--- config.mk ---
export PLATFORM = sky130hd
export DESIGN_NAME = hequ_front
export DESIGN_NICKNAME = d
export VERILOG_FILES = /design/src/rtl/hequ_pkg.sv /design/src/rtl/hequ_front.sv
export SDC_FILE = /design/constraint.sdc
export NUM_CORES = 1
export LEC_CHECK = 0
export BUFFER_PORTS_ARGS = -buffer_cell sky130_fd_sc_hd__buf_2
export CORE_ASPECT_RATIO = 0.7
export CORE_MARGIN = 2
export CORE_UTILIZATION = 40
export CTS_CLUSTER_DIAMETER = 80
export DETAILED_ROUTE_END_ITERATION = 8
export PLACE_DENSITY = 0.7
export SKIP_CTS_REPAIR_TIMING = 1
export SLEW_MARGIN = 15
export SYNTH_ARGS = -nofsm -noshare
export SYNTH_HDL_FRONTEND = slang
export SYNTH_SLANG_ARGS = --single-unit
--- constraint.sdc ---
create_clock -name clk -period 3.19 [get_ports clk]
set_input_delay 0.1595 -clock clk [delete_from_list [all_inputs] [get_ports clk]]
set_output_delay 0.1595 -clock clk [all_outputs]
set_load 0.01 [all_outputs]
--- src/rtl/hequ_pkg.sv ---
// Shared types, widths and saturating helpers for the histogram equalizer.
// No dependencies.
package hequ_pkg;

  localparam int unsigned MAX_PIXELS = 1048576;
  localparam int unsigned BIN_COUNT  = 256;
  localparam int unsigned PIX_W      = 8;
  localparam int unsigned ADDR_W     = $clog2(BIN_COUNT);
  localparam int unsigned CNT_W      = $clog2(MAX_PIXELS + 1);
  localparam int unsigned SUM_W      = CNT_W + 2;
  localparam int unsigned DIV_W      = CNT_W + 9;
  localparam int unsigned QUO_W      = 9;
  localparam int unsigned RECIP_SH   = SUM_W + 2;
  localparam logic [RECIP_SH-1:0] RECIP3 = RECIP_SH'((2 ** RECIP_SH + 2) / 3);
  localparam logic [CNT_W-1:0] MAX_CNT = CNT_W'(MAX_PIXELS);
  localparam logic [PIX_W-1:0] PIX_MAX = '1;

  localparam logic FUNC_COUNT = 1'b0;
  localparam logic FUNC_MAP   = 1'b1;

  localparam logic [1:0] CH_RED = 2'd0;
  localparam logic [1:0] CH_GRN = 2'd1;
  localparam logic [1:0] CH_BLU = 2'd2;

  typedef struct packed {
    logic             func;
    logic [PIX_W-1:0] red;
    logic [PIX_W-1:0] green;
    logic [PIX_W-1:0] blue;
  } item_t;

  typedef struct packed {
    logic  valid;
    item_t item;
  } qhead_t;

  function automatic logic [CNT_W-1:0] sat_inc(input logic [CNT_W-1:0] v);
    sat_inc = (v < MAX_CNT) ? v + CNT_W'(1) : MAX_CNT;
  endfunction

  function automatic logic [CNT_W-1:0] sat_add(input logic [CNT_W-1:0] a,
                                               input logic [CNT_W-1:0] b);
    logic [CNT_W:0] s;
    s = {1'b0, a} + {1'b0, b};
    sat_add = (s > {1'b0, MAX_CNT}) ? MAX_CNT : s[CNT_W-1:0];
  endfunction

endpackage

--- src/rtl/hequ_front.sv ---
// Front end: accepts pixel commands and queues them for the back end.
// Depends on hequ_pkg.
module hequ_front import hequ_pkg::*; (
  input  logic   clk,
  input  logic   rst_n,
  input  logic   start,
  output logic   busy,
  input  item_t  in_item,
  output qhead_t head,
  input  logic   pop
);

  localparam int unsigned DEPTH = 4;
  localparam int unsigned PTR_W = $clog2(DEPTH);

  item_t            q_r [DEPTH];
  logic [PTR_W-1:0] wp_r, rp_r;
  logic [PTR_W:0]   cnt_r;
  logic             push;
  logic             do_pop;

  assign busy   = (cnt_r == (PTR_W+1)'(DEPTH));
  assign push   = start && !busy;
  assign do_pop = pop && (cnt_r != '0);

  assign head.valid = (cnt_r != '0);
  assign head.item  = q_r[rp_r];

  always_ff @(posedge clk) begin
    if (push) begin
      q_r[wp_r] <= in_item;
    end
  end

  always_ff @(posedge clk) begin
    if (!rst_n) begin
      wp_r  <= '0;
      rp_r  <= '0;
      cnt_r <= '0;
    end else begin
      if (push) begin
        wp_r <= wp_r + PTR_W'(1);
      end
      if (do_pop) begin
        rp_r <= rp_r + PTR_W'(1);
      end
      cnt_r <= cnt_r + (PTR_W+1)'(push) - (PTR_W+1)'(do_pop);
    end
  end

endmodule

Yosys cells after proc, flatten, opt, wreduce, memory -nomap -nowiden
Memory sizes are Yosys's and may differ from the RTL's. A register that Yosys moved wholly into a read port is not among the register bits.
Index checks and enable logic that the tools add are counted.
{ "classes": {"bitwise": 0, "mux": 4, "div_mod_pow": 0, "n_shift": 0, "magnitude_cmp": 0, "add_sub_neg": 4, "multipliers": 0, "reduce_logical": 4, "n_eq_ne": 1} }
{ "ops": {"columns": ["operator", "count"], "rows": [
  ["$add A2 B1 Y2 const B", 2],
  ["$mux W2", 2],
  ["$add A3 B1 Y3", 1],
  ["$eq A3 B3 Y1 const B", 1],
  ["$reduce_bool A3 Y1", 1],
  ["$sub A3 B1 Y3", 1],
  ["$logic_and A1 B1 Y1", 2],
  ["$mux W1", 2],
  ["$logic_not A1 Y1", 1]
]} }
{ "word_totals": {"elab_cells": 17, "n_memories": 1, "mem_bits_rw": 100, "mem_bits_ro": 0, "ff_bits": 7, "latch_bits": 0, "output_inout_bits": 27} }
{ "mem_list": {"columns": ["memory", "depth", "word_bits", "read_ports", "rd_ports_with_merged_regs", "wr", "line", "source"], "rows": [
  ["q_r", 4, 25, 1, 1, 1, "hequ_front.sv:16", "item_t q_r [DEPTH];"]
]} }

Logic depth before layout (Yosys ltp)
{ "depth": {"ltp_word": 5, "depth_mapped": 12} }

Worst setup path after synthesis
OpenSTA, ideal clock, no wires.
{ "synth_timing": {"kind": "register to register", "startpoint": "register cnt_r[2]", "endpoint": "register cnt_r[2]", "required_time_ns": 3.075, "setup_time_ns": 0.115, "arrival_ns": 2.111, "slack_ns": 0.964, "stages_incl_launch_ff": 13, "cell_sequence": "dfxtp_1 > nor3b_2 > nor2b_1 > buf_6 > inv_1 > ha_1 > inv_1 > ha_1 > inv_1 > fa_1 > xnor2_1 > xnor2_1 > and2_1"} }
{ "synth_between": {"elab_chain_len": 5, "word_cells_on_any_way": 7} }
{ "synth_rtl": {"columns": ["element", "line", "source"], "rows": [
  ["start, declared", "hequ_front.sv:18", "logic [PTR_W:0] cnt_r;"],
  ["start signal, assigned", "hequ_front.sv:47", "cnt_r <= cnt_r + (PTR_W+1)'(push) - (PTR_W+1)'(do_pop);"],
  ["$eq A3 B3 Y1", "hequ_front.sv:22", "assign busy = (cnt_r == (PTR_W+1)'(DEPTH));"],
  ["via busy", "hequ_front.sv:7", "output logic busy,"],
  ["$logic_not A1 Y1", "hequ_front.sv:23", "assign push = start && !busy;"],
  ["$logic_and A1 B1 Y1", "hequ_front.sv:23", null],
  ["$add A3 B1 Y3", "hequ_front.sv:47", null],
  ["$sub A3 B1 Y3", "hequ_front.sv:47", null]
]} }
The timed path passes the listed nets, and every way through them passes these cells.
A chain may end at the register's enable or synchronous reset.

Final worst setup path
{ "layout_timing": {"startpoint": "register cnt_r[1]", "endpoint": "register cnt_r[2]"} }
{ "layout_between": {"elab_chain_len": 5, "word_cells_on_any_way": 7} }
{ "layout_rtl": {"columns": ["element", "line"], "rows": [
  ["$eq A3 B3 Y1", "hequ_front.sv:22"],
  ["$logic_not A1 Y1", "hequ_front.sv:23"],
  ["$logic_and A1 B1 Y1", "hequ_front.sv:23"],
  ["$add A3 B1 Y3", "hequ_front.sv:47"],
  ["$sub A3 B1 Y3 (*)", "hequ_front.sv:47"]
]} }
Every way passes the cells marked *; elsewhere a longest branch is shown, timed or not.

==> flow_summary.ini <==
[logic_synthesis]
yosysMostFrequentCell = edfxtp_1
syn-num-nets = 215
yosysUniqueCellTypes = 21
yosysTopAreaCell = edfxtp_1
synth.area.top_cells = edfxtp_1, mux4_2, dfxtp_1
synth-seq-cells = 109
synth-seq-area-share = 0.768
syn_avg_cell_area_sq_um = 23.1
synth_edf_count = 100
ys_top_cells_by_count = edfxtp_1, mux4_2, dfxtp_1
synth_cells = 179
yosys.area.top_type_share = 0.725
synth_area_sq_um = 4140
yosys_most_used_dff = edfxtp_1
ys.warnings.count = 0
async_flop_share = 0

[grt]
grt_max_degree = 26
grt_usage = 0.132
grt_pass1_wl_mm = 10.4
overflow = 0
antenna_found_initial = 0
grt_pass1_vias = 1954

[final_layout]
fill_cells = 862
multi_input_area_sq_um = 860
final_cells = 380
regArea_sq_um = 3180
num-nets-final = 279
antennaDiodeCount = 0
layout-drive-gt1-share = 0.399
area_growth_pct = 16.8

[setup_path]
start_kind = register
crit_fanout = 7
crit_path_end_kind = register
crit_required_ns = 3.43
cpMostUsedCell = inv_1
cpPeakStageDelay_ns = 0.49
path_cells = nor3b_2, nor2b_1, inv_1, ha_1, inv_1, ha_1, inv_1, fa_1, xnor2_1, xnor2_1, and2_1
worst_ep_arrival_time_ns = 2.74
crit_slowest_cell = dfxtp_1
path_class = reg2reg

[sta]
tns_ns = 0
max_freq_ghz = 0.400
rsz0062_at_grt = no
setup_viol = 0
tightest_slew_ns = 0.526
hold_viol_final = 0
slew_headroom = 0.649
min_period_ns = 2.50
slew_viol_final = 0
skew_ns = 0.00485
timing.final.crit_share = 0.783

[clock_tree]
clk_path_buf_depth = 2
clk_pin_slew_ns = 0.07
tritoncts = built
cts-root-buf = clkbuf_16
numClockSinks = 109
cts_buffers = 9
htree_levels = 3
clk_latency_ns = 0.34

[floorplan]
rows = 31
core_area_sq_um = 10200
start_util = 0.406
dieArea_sq_um = 11200
die_x_um = 126
ios = 56
die_y_um = 89.1

[detailed_routing]
drcViolationCount = 0
num_vias = 1832
firstDrtPassIters = 4
routed_wl_mm = 6.69
drt-initial-drc-count = 140
routed_via_density = 4.82
routedWlPerCell_um = 17.6
antenna_left = 0

[power_and_ir_drop]
pwr_density_cell_nw_per_um2 = 769
p_leak_nw = 1.67
vdd_drop_max_v = 0.000324

[placement]
hpwl_mm = 4.18
gp_congestion = 0.713
port_buffers = 55
dp.cells = 364

[min_path]
hold_path_class = in2reg

[flow_run]
cap_violations = 0

[outcome]
outcome = finished clean
worst max-delay path, delay by kind of cell (launching register included):
family        cells  cell delay (ns)
fa+ha+maj         3             0.79
buf+inv           3             0.19
flops             1             0.49
simple gates      3             0.65
xor+xnor          2             0.28
layout make-up:
class / instances / share of cell area
well taps: 132 / 0.0341
multi-input cells: 57 / 0.178
flip-flops and latches: 109 / 0.658
clock buffers: 9 / 0.0465
clock inverters: 7 / 0.0137
inverters: 5 / 0.00388
repair buffers: 61 / 0.0662
per-layer routing:
layer / GRT usage / up-vias / wire length [um]
met3: 0.0646 / 4 / 418
li1: - / 851 / -
met4: 0.0273 / 0 / 34
met5: 0 / - / 0
met2: 0.213 / 51 / 3290
met1: 0.165 / 926 / 2950
cells in the final DEF, fill, tap and decap left out, types with 2 or more instances in the layout:
cell type,instances
and2_1,7
edfxtp_1,100
xnor2_1,4
inv_1,5
dfxtp_1,8
buf_4,6
buf_2,55
mux2i_1,2
nor2b_1,4
clkinv_2,3
clkinv_4,2
ha_1,6
mux4_1,5
nand2_1,4
mux4_2,20
clkbuf_16,9
kinds of logic (layout without fill, tap and decap cells):
family | after synthesis | after routing | synth area share
AOI/OAI and AO/OA | 2 | 2 | 0.00604
xor gates and xnor gates | 4 | 4 | 0.00846
adders and majority gates | 7 | 7 | 0.0230
buffers and inverters | 13 | 82 | 0.0242
DFF | 109 | 109 | 0.768
muxes | 27 | 27 | 0.145
and+or+nand+nor | 17 | 17 | 0.0248
final timing paths:
| path | slack (ns) | startpoint | cells after the start | endpoint |
|---|---|---|---|---|
| worst max-delay path | 0.69 | cnt_r[1] | 11 | cnt_r[2] |
| worst min-delay path | 0.03 | in_item[21] | 1 | q_r[3][21] |
| worst max register to register | 0.69 | cnt_r[1] | 11 | cnt_r[2] |
| worst min register to register | 0.50 | wp_r[1] | 2 | wp_r[1] |
report_power, final:
part | total, mW | switching (mW) | internal [mW] | leakage [nW]
Combinational | 0.812 | 0.391 | 0.421 | 0.533
Sequential | 1.85 | 0.109 | 1.74 | 0.990
Clock | 1.06 | 0.459 | 0.603 | 0.147
registers in the layout (all words and copies together), names as in the netlist, named ones only:
signal and flops:
q_r 100, cnt_r 3, rp_r 2, wp_r 2
stage by stage:
stage | worst slack, ns | cell area [sq um] | hold slack [ns] | utilization | total power, mW
finish | 0.691 | 4840 | 0.0284 | 0.474 | 3.72
global route | 0.521 | 4840 | 0.0169 | 0.474 | 3.92
CTS | 0.674 | 4840 | 0.0225 | 0.474 | 3.79
detailed placement | 0.685 | 4550 | 0.381 | 0.446 | 2.72
global placement | 0.781 | 4550 | 0.376 | 0.446 | 2.70
floorplan | 0.964 | 4140 | 0.258 | - | 2.46
(Power assumes the default switching activity.)
